### config.mk
export PLATFORM = sky130hd
export DESIGN_NAME = text_terminal_cursor_escape_engine_unit
export DESIGN_NICKNAME = d
export VERILOG_FILES = /design/src/tte_pkg.sv /design/src/tte_step.sv /design/src/tte_outq.sv /design/src/text_terminal_cursor_escape_engine_unit.sv
export SDC_FILE = /design/constraint.sdc
export NUM_CORES = 1
export LEC_CHECK = 0
export BUFFER_PORTS_ARGS = -buffer_cell sky130_fd_sc_hd__buf_2
export CAP_MARGIN = 20
export CORE_MARGIN = 1
export CORE_UTILIZATION = 50
export CTS_BUF_LIST = sky130_fd_sc_hd__clkbuf_4
export CTS_CLUSTER_SIZE = 14
export DETAILED_ROUTE_END_ITERATION = 10
export PLACE_DENSITY = 0.8
export SLEW_MARGIN = 20
export SYNTH_ARGS = -nofsm -noshare
export SYNTH_HDL_FRONTEND = slang
export SYNTH_SLANG_ARGS = --single-unit
export TNS_END_PERCENT = 5
### constraint.sdc
create_clock -name clk -period 9.3 [get_ports clk]
set_input_delay 0.465 -clock clk [delete_from_list [all_inputs] [get_ports clk]]
set_output_delay 0.465 -clock clk [all_outputs]
set_load 0.03 [all_outputs]
### src/tte_pkg.sv
// Shared types, character codes and command codes for the terminal cursor engine.
// Used by tte_step, tte_outq and text_terminal_cursor_escape_engine_unit.
`timescale 1ns / 1ps

package tte_pkg;

	// Character codes
	localparam logic [7:0] CH_ESC      = 8'h1B;
	localparam logic [7:0] CH_LBRACKET = 8'h5B;
	localparam logic [7:0] CH_K        = 8'h4B;
	localparam logic [7:0] CH_D        = 8'h44;
	localparam logic [7:0] CH_C        = 8'h43;
	localparam logic [7:0] CH_LF       = 8'h0A;
	localparam logic [7:0] CH_CR       = 8'h0D;
	localparam logic [7:0] CH_TAB      = 8'h09;
	localparam logic [7:0] CH_SPACE    = 8'h20;
	localparam logic [7:0] CH_ZERO     = 8'h30;
	localparam logic [7:0] CH_NINE     = 8'h39;

	// Drawing commands
	localparam logic [2:0] CMD_GLYPH   = 3'd0;
	localparam logic [2:0] CMD_CLEAR   = 3'd1;
	localparam logic [2:0] CMD_RESTORE = 3'd2;
	localparam logic [2:0] CMD_CURSOR  = 3'd3;
	localparam logic [2:0] CMD_SCROLL  = 3'd4;

	// Escape parser phases
	localparam logic [1:0] PH_IDLE = 2'd0;
	localparam logic [1:0] PH_ESC  = 2'd1;
	localparam logic [1:0] PH_CSI  = 2'd2;

	// Configuration register indexes
	localparam logic REG_COLUMNS = 1'b0;
	localparam logic REG_ROWS    = 1'b1;

	localparam logic [8:0] COLUMNS_RESET = 9'd80;
	localparam logic [7:0] ROWS_RESET    = 8'd30;
	localparam logic [8:0] COLUMNS_MAX   = 9'd256;
	localparam logic [7:0] ROWS_MAX      = 8'd128;

	// Tab stops; the column is divided by a reciprocal multiply (exact for 8-bit columns).
	localparam int TAB_STOP  = 8;
	localparam int TAB_SHIFT = 16;
	localparam int TAB_RECIP = (2 ** TAB_SHIFT + TAB_STOP - 1) / TAB_STOP;

	typedef struct packed {
		logic [2:0] command;
		logic [7:0] column;
		logic [6:0] line;
		logic [7:0] glyph_code;
	} cmd_t;

	typedef struct packed {
		cmd_t [2:0] cmds;
		logic [1:0] count;
	} group_t;

	typedef struct packed {
		logic [7:0]  col;
		logic [6:0]  line;
		logic [1:0]  phase;
		logic [15:0] num;
		logic        shown;
	} state_t;

	typedef struct packed {
		logic [7:0] col;
		logic [6:0] line;
		logic       scroll;
	} place_t;

	function automatic cmd_t mk_cmd(input logic [2:0] command, input logic [7:0] column,
	                                input logic [6:0] line, input logic [7:0] glyph_code);
		cmd_t r;
		r.command    = command;
		r.column     = column;
		r.line       = line;
		r.glyph_code = glyph_code;
		return r;
	endfunction

	// Wrap at the column limit, then scroll when the line falls off the screen.
	function automatic place_t place_cursor(input logic [16:0] col, input logic [7:0] line,
	                                        input logic [8:0] cols, input logic [7:0] rows);
		place_t      r;
		logic [16:0] c;
		logic [7:0]  l;
		c = col;
		l = line;
		if (c >= 17'(cols)) begin
			c = '0;
			l = l + 8'd1;
		end
		r.scroll = (l >= rows);
		if (r.scroll) begin
			l = l - 8'd1;
		end
		r.col  = c[7:0];
		r.line = l[6:0];
		return r;
	endfunction

endpackage

### src/tte_step.sv
// Per-character decode: escape parser, cursor motion and the list of drawing commands.
// Purely combinational; depends on tte_pkg.
`timescale 1ns / 1ps

module tte_step (
	input  logic [7:0]      char_code,
	input  logic            end_of_string,
	input  tte_pkg::state_t st,
	input  logic [8:0]      cols,
	input  logic [7:0]      rows,
	output tte_pkg::state_t nx,
	output tte_pkg::group_t grp
);
	import tte_pkg::*;

	logic        plain;
	logic        do_place;
	logic [16:0] tgt_col;
	logic [7:0]  tgt_line;
	logic [1:0]  n;
	place_t      pl;
	logic [15:0] k;
	logic [19:0] num_mac;
	logic [15:0] num_sat;
	logic [24:0] tab_prod;
	logic [8:0]  tab_q;
	logic [16:0] tab_next;
	logic        is_digit;

	assign k        = (st.num == '0) ? 16'd1 : st.num;
	assign num_mac  = 20'(st.num) * 20'd10 + 20'(char_code - CH_ZERO);
	assign num_sat  = (num_mac > 20'd65535) ? 16'hFFFF : num_mac[15:0];
	assign is_digit = (char_code >= CH_ZERO) && (char_code <= CH_NINE);
	assign tab_prod = 25'(st.col) * 25'(TAB_RECIP);
	assign tab_q    = tab_prod[24:16];
	assign tab_next = (17'(tab_q) + 17'd1) * 17'(TAB_STOP);

	always_comb begin
		nx       = st;
		grp      = '0;
		n        = '0;
		plain    = 1'b0;
		do_place = 1'b0;
		tgt_col  = '0;
		tgt_line = '0;
		pl       = '0;

		if (char_code == CH_ESC) begin
			nx.phase = PH_ESC;
		end else if (st.phase == PH_ESC) begin
			if (char_code == CH_LBRACKET) begin
				nx.phase = PH_CSI;
				nx.num   = '0;
			end else begin
				nx.phase = PH_IDLE;
				plain    = 1'b1;
			end
		end else if (st.phase == PH_CSI) begin
			if (is_digit) begin
				nx.num = num_sat;
			end else begin
				if (char_code == CH_K) begin
					grp.cmds[n] = mk_cmd(CMD_CLEAR, st.col, st.line, 8'd0);
					n = n + 2'd1;
				end else if (char_code == CH_D) begin
					if (st.shown) begin
						grp.cmds[n] = mk_cmd(CMD_RESTORE, st.col, st.line, 8'd0);
						n = n + 2'd1;
					end
					nx.col = (16'(st.col) > k) ? 8'(16'(st.col) - k) : 8'd0;
				end else if (char_code == CH_C) begin
					if (st.shown) begin
						grp.cmds[n] = mk_cmd(CMD_RESTORE, st.col, st.line, 8'd0);
						n = n + 2'd1;
					end
					do_place = 1'b1;
					tgt_col  = 17'(st.col) + 17'(k);
					tgt_line = 8'(st.line);
				end
				nx.phase = PH_IDLE;
			end
		end else begin
			nx.phase = PH_IDLE;
			plain    = 1'b1;
		end

		if (plain) begin
			if (char_code >= CH_SPACE) begin
				grp.cmds[n] = mk_cmd(CMD_GLYPH, st.col, st.line, char_code);
				n = n + 2'd1;
				nx.shown = 1'b0;
				do_place = 1'b1;
				tgt_col  = 17'(st.col) + 17'd1;
				tgt_line = 8'(st.line);
			end else if (char_code == CH_LF || char_code == CH_CR || char_code == CH_TAB) begin
				if (st.shown) begin
					grp.cmds[n] = mk_cmd(CMD_RESTORE, st.col, st.line, 8'd0);
					n = n + 2'd1;
				end
				do_place = 1'b1;
				tgt_line = 8'(st.line);
				if (char_code == CH_LF) begin
					tgt_col  = '0;
					tgt_line = 8'(st.line) + 8'd1;
				end else if (char_code == CH_CR) begin
					tgt_col = '0;
				end else begin
					tgt_col = tab_next;
				end
			end
		end

		if (do_place) begin
			pl      = place_cursor(tgt_col, tgt_line, cols, rows);
			nx.col  = pl.col;
			nx.line = pl.line;
			if (pl.scroll) begin
				grp.cmds[n] = mk_cmd(CMD_SCROLL, 8'd0, pl.line, 8'd0);
				n = n + 2'd1;
			end
		end

		// The cursor is drawn again at the end of every string.
		if (end_of_string) begin
			grp.cmds[n] = mk_cmd(CMD_CURSOR, nx.col, nx.line, 8'd0);
			n = n + 2'd1;
			nx.shown = 1'b1;
			nx.phase = PH_IDLE;
			nx.num   = '0;
		end

		grp.count = n;
	end

endmodule

### src/tte_outq.sv
// Result register holding the commands of one character, sent one beat per cycle while m_ready is high.
// Depends on tte_pkg.
`timescale 1ns / 1ps

module tte_outq (
	input  logic            clk,
	input  logic            arst_n,
	input  logic            load,
	input  tte_pkg::group_t grp_in,
	input  logic            m_ready,
	output logic            m_valid,
	output tte_pkg::cmd_t   m_cmd,
	output logic            m_last,
	output logic            free
);
	import tte_pkg::*;

	group_t     grp_q;
	logic       valid_q;
	logic [1:0] idx_q;
	logic       last_beat;

	assign last_beat = (idx_q == grp_q.count - 2'd1);
	assign free      = !valid_q || (m_ready && last_beat);
	assign m_valid   = valid_q;
	assign m_last    = last_beat;

	always_comb begin
		case (idx_q)
			2'd0:    m_cmd = grp_q.cmds[0];
			2'd1:    m_cmd = grp_q.cmds[1];
			default: m_cmd = grp_q.cmds[2];
		endcase
	end

	always_ff @(posedge clk) begin
		if (load) begin
			grp_q <= grp_in;
		end
	end

	always_ff @(posedge clk or negedge arst_n) begin
		if (!arst_n) begin
			valid_q <= 1'b0;
			idx_q   <= '0;
		end else if (load) begin
			valid_q <= 1'b1;
			idx_q   <= '0;
		end else if (valid_q && m_ready) begin
			if (last_beat) begin
				valid_q <= 1'b0;
			end else begin
				idx_q <= idx_q + 2'd1;
			end
		end
	end

`ifndef SYNTHESIS
	a_load_when_free: assert property (@(posedge clk) disable iff (!arst_n)
		load |-> free)
		else $error("result group loaded over undelivered beats");
	a_count_nonzero: assert property (@(posedge clk) disable iff (!arst_n)
		load |-> grp_in.count != 2'd0)
		else $error("empty result group loaded");
	a_idx_in_group: assert property (@(posedge clk) disable iff (!arst_n)
		valid_q |-> idx_q < grp_q.count)
		else $error("beat index beyond result group");
	a_drain_ends: assert property (@(posedge clk) disable iff (!arst_n)
		valid_q && m_ready && last_beat && !load |=> !valid_q)
		else $error("result register still valid after last beat");
`endif

endmodule

### src/text_terminal_cursor_escape_engine_unit.sv
// Top level of the terminal cursor engine: input stage, cursor and parser state,
// configuration registers. Depends on tte_pkg, tte_step and tte_outq.
`timescale 1ns / 1ps
//
//  Channel   Direction  Beat contents
//  s_*       in         tdata[7:0] char_code, tlast end_of_string
//  m_*       out        tuser[2:0] command, tdata column/line/glyph_code, tlast last
//  cfg_*     in         write of columns (index 0) or rows (index 1)
//
//  A character is captured in the input register and decoded from there,
//  loading its zero to three commands into the result register once that is free.
//  Commands leave one beat per cycle while m_tready is high.
//  A new character is taken in the same cycle as the previous one's last command leaves.
//  Reset clears the cursor to the top left, shows it, and idles the parser.

module text_terminal_cursor_escape_engine_unit (
	input  logic        clk,
	input  logic        arst_n,
	input  logic        s_tvalid,
	output logic        s_tready,
	input  logic [7:0]  s_tdata,   // [7:0] char_code
	input  logic        s_tlast,
	output logic        m_tvalid,
	input  logic        m_tready,
	output logic [23:0] m_tdata,   // [7:0] column, [14:8] line, [22:15] glyph_code, [23] zero
	output logic [2:0]  m_tuser,   // [2:0] command
	output logic        m_tlast,
	input  logic        cfg_we,
	input  logic        cfg_index,
	input  logic [8:0]  cfg_wdata
);
	import tte_pkg::*;

	logic [8:0] cols_q;
	logic [7:0] rows_q;
	logic       valid_s1;
	logic [7:0] char_s1;
	logic       eos_s1;
	state_t     st_q;
	state_t     st_nx;
	group_t     grp;
	logic       grp_free;
	logic       fire;
	cmd_t       out_cmd;

	// Registers hold the range-limited value.
	always_ff @(posedge clk or negedge arst_n) begin
		if (!arst_n) begin
			cols_q <= COLUMNS_RESET;
			rows_q <= ROWS_RESET;
		end else if (cfg_we) begin
			unique case (cfg_index)
				REG_COLUMNS: begin
					if (cfg_wdata == '0) begin
						cols_q <= 9'd1;
					end else if (cfg_wdata > COLUMNS_MAX) begin
						cols_q <= COLUMNS_MAX;
					end else begin
						cols_q <= cfg_wdata;
					end
				end
				default: begin
					if (cfg_wdata[7:0] == '0) begin
						rows_q <= 8'd1;
					end else if (cfg_wdata[7:0] > ROWS_MAX) begin
						rows_q <= ROWS_MAX;
					end else begin
						rows_q <= cfg_wdata[7:0];
					end
				end
			endcase
		end
	end

	// A character with no commands retires without the result register.
	assign fire     = valid_s1 && (grp.count == 2'd0 || grp_free);
	assign s_tready = !valid_s1 || fire;

	always_ff @(posedge clk) begin
		if (s_tvalid && s_tready) begin
			char_s1 <= s_tdata;
			eos_s1  <= s_tlast;
		end
	end

	always_ff @(posedge clk or negedge arst_n) begin
		if (!arst_n) begin
			valid_s1 <= 1'b0;
		end else if (s_tready) begin
			valid_s1 <= s_tvalid;
		end
	end

	always_ff @(posedge clk or negedge arst_n) begin
		if (!arst_n) begin
			st_q.col   <= '0;
			st_q.line  <= '0;
			st_q.phase <= PH_IDLE;
			st_q.num   <= '0;
			st_q.shown <= 1'b1;
		end else if (fire) begin
			st_q <= st_nx;
		end
	end

	tte_step u_step (
		.char_code     (char_s1),
		.end_of_string (eos_s1),
		.st            (st_q),
		.cols          (cols_q),
		.rows          (rows_q),
		.nx            (st_nx),
		.grp           (grp)
	);

	tte_outq u_outq (
		.clk     (clk),
		.arst_n  (arst_n),
		.load    (fire && grp.count != 2'd0),
		.grp_in  (grp),
		.m_ready (m_tready),
		.m_valid (m_tvalid),
		.m_cmd   (out_cmd),
		.m_last  (m_tlast),
		.free    (grp_free)
	);

	assign m_tdata = {1'b0, out_cmd.glyph_code, out_cmd.line, out_cmd.column};
	assign m_tuser = out_cmd.command;

`ifndef SYNTHESIS
	a_stage_holds: assert property (@(posedge clk) disable iff (!arst_n)
		valid_s1 && !fire |=> valid_s1 && $stable(char_s1) && $stable(eos_s1))
		else $error("input stage lost a waiting character");
	a_eos_shows_cursor: assert property (@(posedge clk) disable iff (!arst_n)
		fire && eos_s1 |=> st_q.shown && st_q.phase == PH_IDLE && st_q.num == '0)
		else $error("end of string did not redraw cursor and idle the parser");
	a_idle_stays_idle: assert property (@(posedge clk) disable iff (!arst_n)
		fire && st_q.phase == PH_IDLE && char_s1 != CH_ESC |=> st_q.phase == PH_IDLE)
		else $error("parser left idle without an escape byte");
`endif

endmodule

==> results.cfg, run 1 <==
[grt]
grt_max_degree = 74
track_usage_pct = 22.4
grt_pass1_vias = 7883
grt_antenna_before_repair = 1
grt-ovfl-total = 0
grt_pass1_wl_um = 38300

[status]
status = completed

[placement]
dp_hpwl_um = 17400
gp_congestion = 0.952
numPortBuffers = 52
place_area_mm2 = 0.0107

[finish]
drive_gt1_share_pct = 10.8
fin_area_mm2 = 0.0110
area_delta_synth_final_pct = 7.65
nets = 1271
layout_common_cells = nand2_1 (115), ha_1 (97), nor2_1 (88)
layout_commonest_cell = nand2_1

[pwr]
power.switching_mw = 1.80
ir_drop_uv = 187
p_comb_share_pct = 57.2
clkPwrFrac_pct = 12.2
seq_power_share_pct = 30.6
p_int_mw = 1.94
power_density_mw_per_mm2 = 340
p_leak_nw = 4.86
p_sw_share_pct = 48.1

[route]
dr.pass1.iters = 7
vias = 8290
drt-initial-drc-count = 649
via_per_inst = 5.83
drc = 0
totalWireLength_um = 23100
ant_nets = 0
wire_per_inst_um = 16.2

[synthesis]
async_reset_ff_share_pct = 40.7
netlist_top_cells_area = edfxtp_1 (24%), ha_1 (12%), dfrtp_1 (12%)
netlist_instances = 1116
yosys_warnings = 0
ys_ff_latch = 135
yosysSeqAreaShare_pct = 37.1
post_synth.cell_area_avg_um2 = 9.16
synth_ff_type = edfxtp_1
synth_top_cell_area_share_pct = 23.5
ys_types = 84
synth_area_leader_cell = edfxtp_1
synth_edf_count = 80
netlist_area_mm2 = 0.0102

[worst_setup_path]
cpPeakStageDelay_ps = 680
r2r_slack_ps = 1080
critPathCaptureType = output port
cp_max_fo = 9
worst_path_most_repeated_cell = ha_1
arrival_ps = 7860
crit_required_ps = 8840
start_kind = register
worstSetupPathType = register to output port
slowest_stage = o41ai_1

[clocking]
cts_root_buffer = clkbuf_4
cts_resized = 0
postCtsSetupBuffers = 0
ctsHtreeMaxLevel = 4
cts_inserted_buffers = 17
cts.sinks = 135
clkTransAtPathRegs_ps = 120
clock_path_buffers = 2
clkLatencyLatePin_ps = 550
cts_hold_buf = 0
cts_tree = done

[timing]
tns_ps = 0
fin_crit_ps = 8320
holdWs_ps = 44.6
fin_crit_sh_pct = 89.5
relSlewSlack_pct = 24.9
skew_ps = 22.0
finalHoldViolations = 0
max_freq_ghz = 0.120
max_slew.worst_pin.slew_ps = 1120
rsz0062_at_grt = false
setup-violations-final = 0
drv_slew = 0

[job]
cap_violations = 0

[floorplanning]
dieArea_mm2 = 0.0210
die_x_um = 145
rows = 51
die_h_um = 145
ioPinCount = 54
initial_utilization_pct = 51.8
core_area_mm2 = 0.0197

[hold_path]
holdCritPathClass = input port to async pin
worst max-delay path, delay by kind of cell (launching register included):
family	cells	cell delay (ps)
and+or+nand+nor	10	1470
muxes	1	300
adders and majority gates	5	1440
buffers and inverters	3	400
DFF	1	490
AOI/OAI and AO/OA	13	3210
cells in the mapped netlist (10+ instances only):
| cell type | number |
|---|---|
| edfxtp_1 | 80 |
| ha_1 | 97 |
| nor2_1 | 88 |
| xnor2_1 | 39 |
| o22ai_1 | 11 |
| o21ai_0 | 69 |
| dfrtp_1 | 48 |
| xor2_1 | 20 |
| buf_2 | 10 |
| or3_1 | 13 |
| o21a_1 | 13 |
| a21oi_1 | 68 |
| a221o_1 | 19 |
| and2_1 | 12 |
| nand2b_1 | 23 |
| a22oi_1 | 28 |
| nand3_1 | 27 |
| clkbuf_1 | 39 |
| mux2_2 | 10 |
| nor3_1 | 24 |
| inv_1 | 70 |
| nand2_1 | 115 |
| a21o_1 | 14 |
| a22o_1 | 25 |
cells by family after synthesis:
logic type	Yosys count	synth area share [%]
XOR/XNOR	61	5.37
AO/OA/AOI/OAI	317	21.3
multiplexers	17	1.79
buffers and inverters	126	4.87
adder cells (fa/ha/maj)	101	12.7
AND/OR/NAND/NOR	358	16.9
flip-flops	135	37.1
other	1	0.0367
per-layer routing:
metal / track usage, % / vias to the layer above / part of all wire [%]
met5: 0 / - / 0
met4: 8.14 / 0 / 2.1
met3: 3.90 / 30 / 4.7
met2: 36.7 / 248 / 47
met1: 29.6 / 3893 / 46
li1: - / 4119 / -
power groups by stage:
stage	combinational (mW)	clock, mW	sequential, mW
floorplan	1.66	0	1.07
global placement	2.08	0	1.14
detailed placement	2.11	0	1.15
CTS	2.12	0.462	1.14
global route	2.36	0.487	1.17
finish	2.14	0.457	1.15
sequential cells by signal, summed over array words and instances (netlist names):
register        flops
char_s1             8
cols_q              9
eos_s1              1
rows_q              8
st_q               34
u_outq.grp_q       71
u_outq.idx_q        2
u_outq.m_valid      1
valid_s1            1
area by class of cell:
type / count / area (um2)
clock inverters: 12 / 201
inverters: 71 / 267
well taps: 265 / 332
diodes: 1 / 2.50
clock buffers: 18 / 135
flip-flops and latches: 135 / 3790
multi-input cells: 863 / 5970
fillers: 1703 / 8710
repair buffers: 58 / 305
metrics by stage:
step	util (%)	instances	power, mW	setup slack [ps]
6_report	55.8	1423	3.74	979
3_5_place_dp	54.1	1392	3.27	1290
2_1_floorplan	-	1124	2.72	972
5_1_grt	55.8	1423	4.02	246
3_3_place_gp	54.1	1392	3.22	1470
4_1_cts	55.8	1422	3.72	1040
worst paths after layout:
path,startpoint,endpoint,depth (start not counted)
hold reg to reg,rows_q[3],rows_q[3],2
hold / removal,arst_n,st_q[24],2
min in group clk,s_tdata[1],char_s1[1],1
setup reg to reg,st_q[10],st_q[11],34
setup / recovery,st_q[10],s_tready,32
max in group asynchronous,arst_n,st_q[11],2
Note: power is estimated with default switching activity, not from simulation.
==> inputs of run 2 (changes only) <==
BUFFER_PORTS_ARGS = unset   (was -buffer_cell sky130_fd_sc_hd__buf_2)
DONT_BUFFER_PORTS = 1   (was unset)
PLACE_DENSITY = 0.78   (was 0.8)
==> run 2 against run 1 <==
Net effect:
- fmax up 0.49%
- critical endpoint is now st_q[7]
- critical path type is now register to register
- sequential share of layout area up 0.19 points
- critical path depth down 4
- largest power group unchanged
- cell count down 2.1%
- clock-buffer cell count up 1
- register-to-register slack worse by 60 ps
- global-route usage up 0.22 points
- final area down 0.56%
==> results.cfg, run 2 (same netlist as run 1, synthesis figures left out) <==
[status]
status = completed

[clocking]
ctsHtreeMaxLevel = 4
cts_root_buffer = clkbuf_4
clkLatencyLatePin_ps = 570
cts_resized = 0
clkTransAtPathRegs_ps = 140
cts_tree = done
clock_path_buffers = 2
cts_inserted_buffers = 17
cts.sinks = 135

[floorplanning]
die_h_um = 145
die_x_um = 145
dieArea_mm2 = 0.0210
initial_utilization_pct = 51.8
core_area_mm2 = 0.0197
ioPinCount = 54
rows = 51

[route]
dr.pass1.iters = 6
wl_met2_um = 10800
ant_nets = 0
totalWireLength_um = 23000
drt-initial-drc-count = 596
drc = 0
via_per_inst = 5.87
vias = 8181
drt-met1-wl_um = 10400
wl_met3_um = 1230
dr.max_layer_used = met4
wire_per_inst_um = 16.5

[timing]
relSlewSlack_pct = 40.4
fin_crit_sh_pct = 89.0
setup-violations-final = 0
finalHoldViolations = 0
fin_crit_ps = 8280
max_slew.worst_pin.slew_ps = 887
setup_slack_ps = 1020
tns_ps = 0
skew_ps = 23.2
rsz0062_at_grt = false
drv_slew = 0
max_freq_ghz = 0.121

[placement]
dp_hpwl_um = 17200
gp_congestion = 0.959
place_area_mm2 = 0.0104
post-place-ws_ps = 1400
numPortBuffers = 0

[worst_setup_path]
arrival_ps = 8770
slowest_stage = nor3_1
cpPeakStageDelay_ps = 780
crit_required_ps = 9790
start_kind = register
cp_max_fo = 26
critPathCaptureType = register
worstSetupPathType = register to register

[finish]
layout_commonest_cell = nand2_1
largest_reg_flops = 71
layout_common_cells = nand2_1 (115), ha_1 (97), nor2_1 (88)
fin_area_mm2 = 0.0109
nets = 1239
drive_gt1_share_pct = 6.74
largest_register = u_outq.grp_q
nFillCells = 1705
reg_top3 = u_outq.grp_q (71), st_q (34), cols_q (9)
fin_util_pct = 55.5
area_delta_synth_final_pct = 7.05

[pwr]
seq_power_share_pct = 31.7
p_comb_share_pct = 56.5
power_density_mw_per_mm2 = 330
p_total_mw = 3.61
p_leak_nw = 4.73
p_sw_share_pct = 49.5
ir_drop_uv = 147
clkPwrFrac_pct = 11.8
power.switching_mw = 1.79
p_int_mw = 1.83

[grt]
track_usage_pct = 22.6
grt_pass1_wl_um = 38400
grt-ovfl-total = 0
grt_antenna_before_repair = 1
grt_max_degree = 74
grt_pass1_vias = 7714

[hold_path]
holdCritPathClass = input port to register

[job]
cap_violations = 0
run 2: changes by cell type in the layout (fill, tap and decap cells not counted), moves of 2 or more:
cell,change
buf_2,-52
clkinv_2,-2
dlygate4sd3_1,+19
bufinv_16,-2
clkinv_4,+2
run 2: power groups by stage:
stage	registers, mW	logic (mW)	clock network, mW
2_1_floorplan	1.07	1.66	0
5_1_grt	1.17	2.28	0.456
3_3_place_gp	1.15	1.97	0
3_5_place_dp	1.15	2.01	0
6_report	1.15	2.04	0.425
4_1_cts	1.14	2.03	0.433
run 2: what timing repair did:
action / in CTS / in global routing
hold endpoints to repair: 76 / 1
hold buffers: 19 / 1
setup buffers: 0 / 0
run 2: area by class of cell:
class	count	area (um2)	share of cell area [%]
clock buffers	19	143	1.30
clock inverters	13	171	1.57
repair buffers	26	263	2.40
well taps	265	332	3.03
multi-input cells	863	5980	54.6
diodes	1	2.50	0.0229
flip-flops and latches	135	3790	34.6
inverters	71	267	2.44
run 2: worst max-delay path, delay by kind of cell (launching register included):
kind	cells	cell delay (ps)
compound gates	17	4170
fa+ha+maj	3	730
mux	1	280
flops	1	560
simple gates	5	2080
buf+inv	2	380
run 2: stage by stage:
stage	cells	hold WS (ps)
global route	1393	3.51
floorplan	1124	169
finish	1393	34.9
detailed placement	1340	172
global placement	1340	172
CTS	1391	0.0691
run 2: per-layer routing:
metal	track usage, %	vias up
li1	-	4062
met3	3.81	46
met5	0	-
met1	29.7	3814
met2	37.2	259
met4	8.46	0
run 2: worst paths after layout:
kind / to / start / slack, ps / depth (start not counted)
worst max register to register: st_q[7] / char_s1[7] / 1020 / 28
worst max-delay path: st_q[7] / char_s1[7] / 1020 / 28
max in group asynchronous: st_q[0] / arst_n / 8570 / 2
worst min register to register: rows_q[4] / rows_q[4] / 490 / 2
min in group asynchronous: st_q[25] / arst_n / 400 / 2
worst min-delay path: rows_q[5] / cfg_wdata[5] / 30 / 2
==> inputs of run 3 (changes only) <==
CORE_ASPECT_RATIO = 0.9   (was unset)
CORE_UTILIZATION = 30   (was 50)
PLACE_DENSITY = 0.55   (was 0.78)
==> run 3 against run 2 <==
Net effect:
- register-to-register slack about the same
- wire length up 16%
- cell count up 14%
- combinational power up 3%
- clock skew up 0.93 ps
- final area up 2.4%
- total power up 2.7%
- highest routed layer unchanged
- clock-buffer cell count down 2
- utilization down 22 points
- worst setup slack better by 3.4 ps
==> results.cfg, run 3 (same netlist as run 1, synthesis figures left out) <==
[status]
status = completed

[floorplanning]
initial_utilization_pct = 30.7
dieArea_mm2 = 0.0348
ioPinCount = 54
core_area_mm2 = 0.0333
die_x_um = 197
die_h_um = 177
rows = 63

[hold_path]
holdCritPathClass = input port to register
hold_path_depth = 2
min_from = cfg_wdata[6]

[route]
via_per_inst = 5.15
wl_met3_um = 1240
dr.max_layer_used = met4
vias = 8161
drt-met1-wl_um = 13600
wl_met2_um = 11700
drt-initial-drc-count = 711
dr.pass1.iters = 6
drc = 0
wire_per_inst_um = 16.9
totalWireLength_um = 26800
ant_nets = 0

[timing]
fin_crit_ps = 8280
max_slew.worst_pin.slew_ps = 886
fin_crit_sh_pct = 89.0
max_freq_ghz = 0.121
drv_slew = 0
setup_slack_ps = 1020
setup-violations-final = 0
rsz0062_at_grt = false
tns_ps = 0
finalHoldViolations = 0
skew_ps = 24.2
relSlewSlack_pct = 40.5

[pwr]
p_leak_nw = 4.75
p_comb_share_pct = 56.9
p_sw_share_pct = 50.7
seq_power_share_pct = 31.1
power.switching_mw = 1.88
p_int_mw = 1.83
clkPwrFrac_pct = 12.0
ir_drop_uv = 156
power_density_mw_per_mm2 = 331

[grt]
grt_antenna_before_repair = 0
grt_pass1_wl_um = 42400
track_usage_pct = 15.4
grt-ovfl-total = 0
grt_max_degree = 74
grt_pass1_vias = 7515

[worst_setup_path]
r2r_start = st_q[10]
critPathBufInv = 3
worstSetupPathType = register to register
cp_max_fo = 26
arrival_ps = 8760
cp_top_family = compound AO/OA/AOI/OAI gates
critPathCaptureType = register
cpPeakStageDelay_ps = 700
crit_required_ps = 9780
worst_r2r_path_depth = 34
slowest_stage = o41ai_1
cp-startpoint = st_q[10]
worst_path_most_repeated_cell = ha_1
start_kind = register
cp.depth = 34

[finish]
largest_reg_flops = 71
area_delta_synth_final_pct = 9.65
fin_area_mm2 = 0.0112
nFillCells = 3503
drive_gt1_share_pct = 6.81
seqCellArea_mm2 = 0.00379
final_cells = 1585
layout_commonest_cell = nand2_1
multi_input_area_mm2 = 0.00598
largest_register = u_outq.grp_q
nets = 1242
layout_common_cells = nand2_1 (115), ha_1 (97), nor2_1 (88)
reg_top3 = u_outq.grp_q (71), st_q (34), cols_q (9)
diodes = 0

[clocking]
cts_resized = 0
ctsHtreeMaxLevel = 4
clkTransAtPathRegs_ps = 130
cts_root_buffer = clkbuf_4
cts_hold_buf = 18
clock_path_buffers = 2
clkLatencyLatePin_ps = 560
cts_inserted_buffers = 17
cts_tree = done
postCtsSetupBuffers = 0
cts.sinks = 135

[placement]
numPortBuffers = 0
gp_congestion = 0.894
dp_cells = 1531
post-place-ws_ps = 1160
place_area_mm2 = 0.0106
dp_hpwl_um = 20000

[job]
cap_violations = 0
run 3: layout make-up:
cell class              instances  area share [%]
inverters                      71            2.38
flip-flops and latches        135            33.8
repair buffers                 29            2.59
multi-input cells             863            53.3
well taps                     455            5.08
clock buffers                  17            1.14
clock inverters                15            1.69
run 3: worst reg2reg max path: cells and delay by family (launching register included):
family	cells	cell delay [ps]
compound gates	16	3720
simple gates	9	1800
mux	1	340
flops	1	500
buf+inv	3	450
fa+ha+maj	5	1420
run 3: layer usage:
layer | GRT usage, % | vias to the layer above
met5 | 0 | -
met4 | 2.57 | 0
met3 | 2.86 | 21
met2 | 23.6 | 182
met1 | 22.7 | 3898
li1 | - | 4060
run 3: final timing paths:
check,to,slack [ps]
worst max-delay path,st_q[6],1020
worst min-delay path,rows_q[6],50
worst max register to register,st_q[6],1020
worst min register to register,rows_q[1],490
max in group asynchronous,cols_q[4],8550
min in group asynchronous,st_q[7],450
run 3: power by group through the flow:
stage	registers [mW]	logic (mW)	clock network (mW)
after floorplan	1.07	1.66	0
after global placement	1.16	2.07	0
after detailed placement	1.17	2.09	0
after CTS	1.15	2.11	0.457
after global routing	1.18	2.34	0.485
final	1.16	2.11	0.444
run 3: per-stage QoR:
step / util [%] / power, mW / hold WS [ps]
after floorplan: - / 2.72 / 169
after global placement: 32.0 / 3.23 / 173
after detailed placement: 32.0 / 3.25 / 174
after CTS: 33.6 / 3.72 / 3.55
after global routing: 33.7 / 4.01 / 0.561
final: 33.7 / 3.71 / 49.2
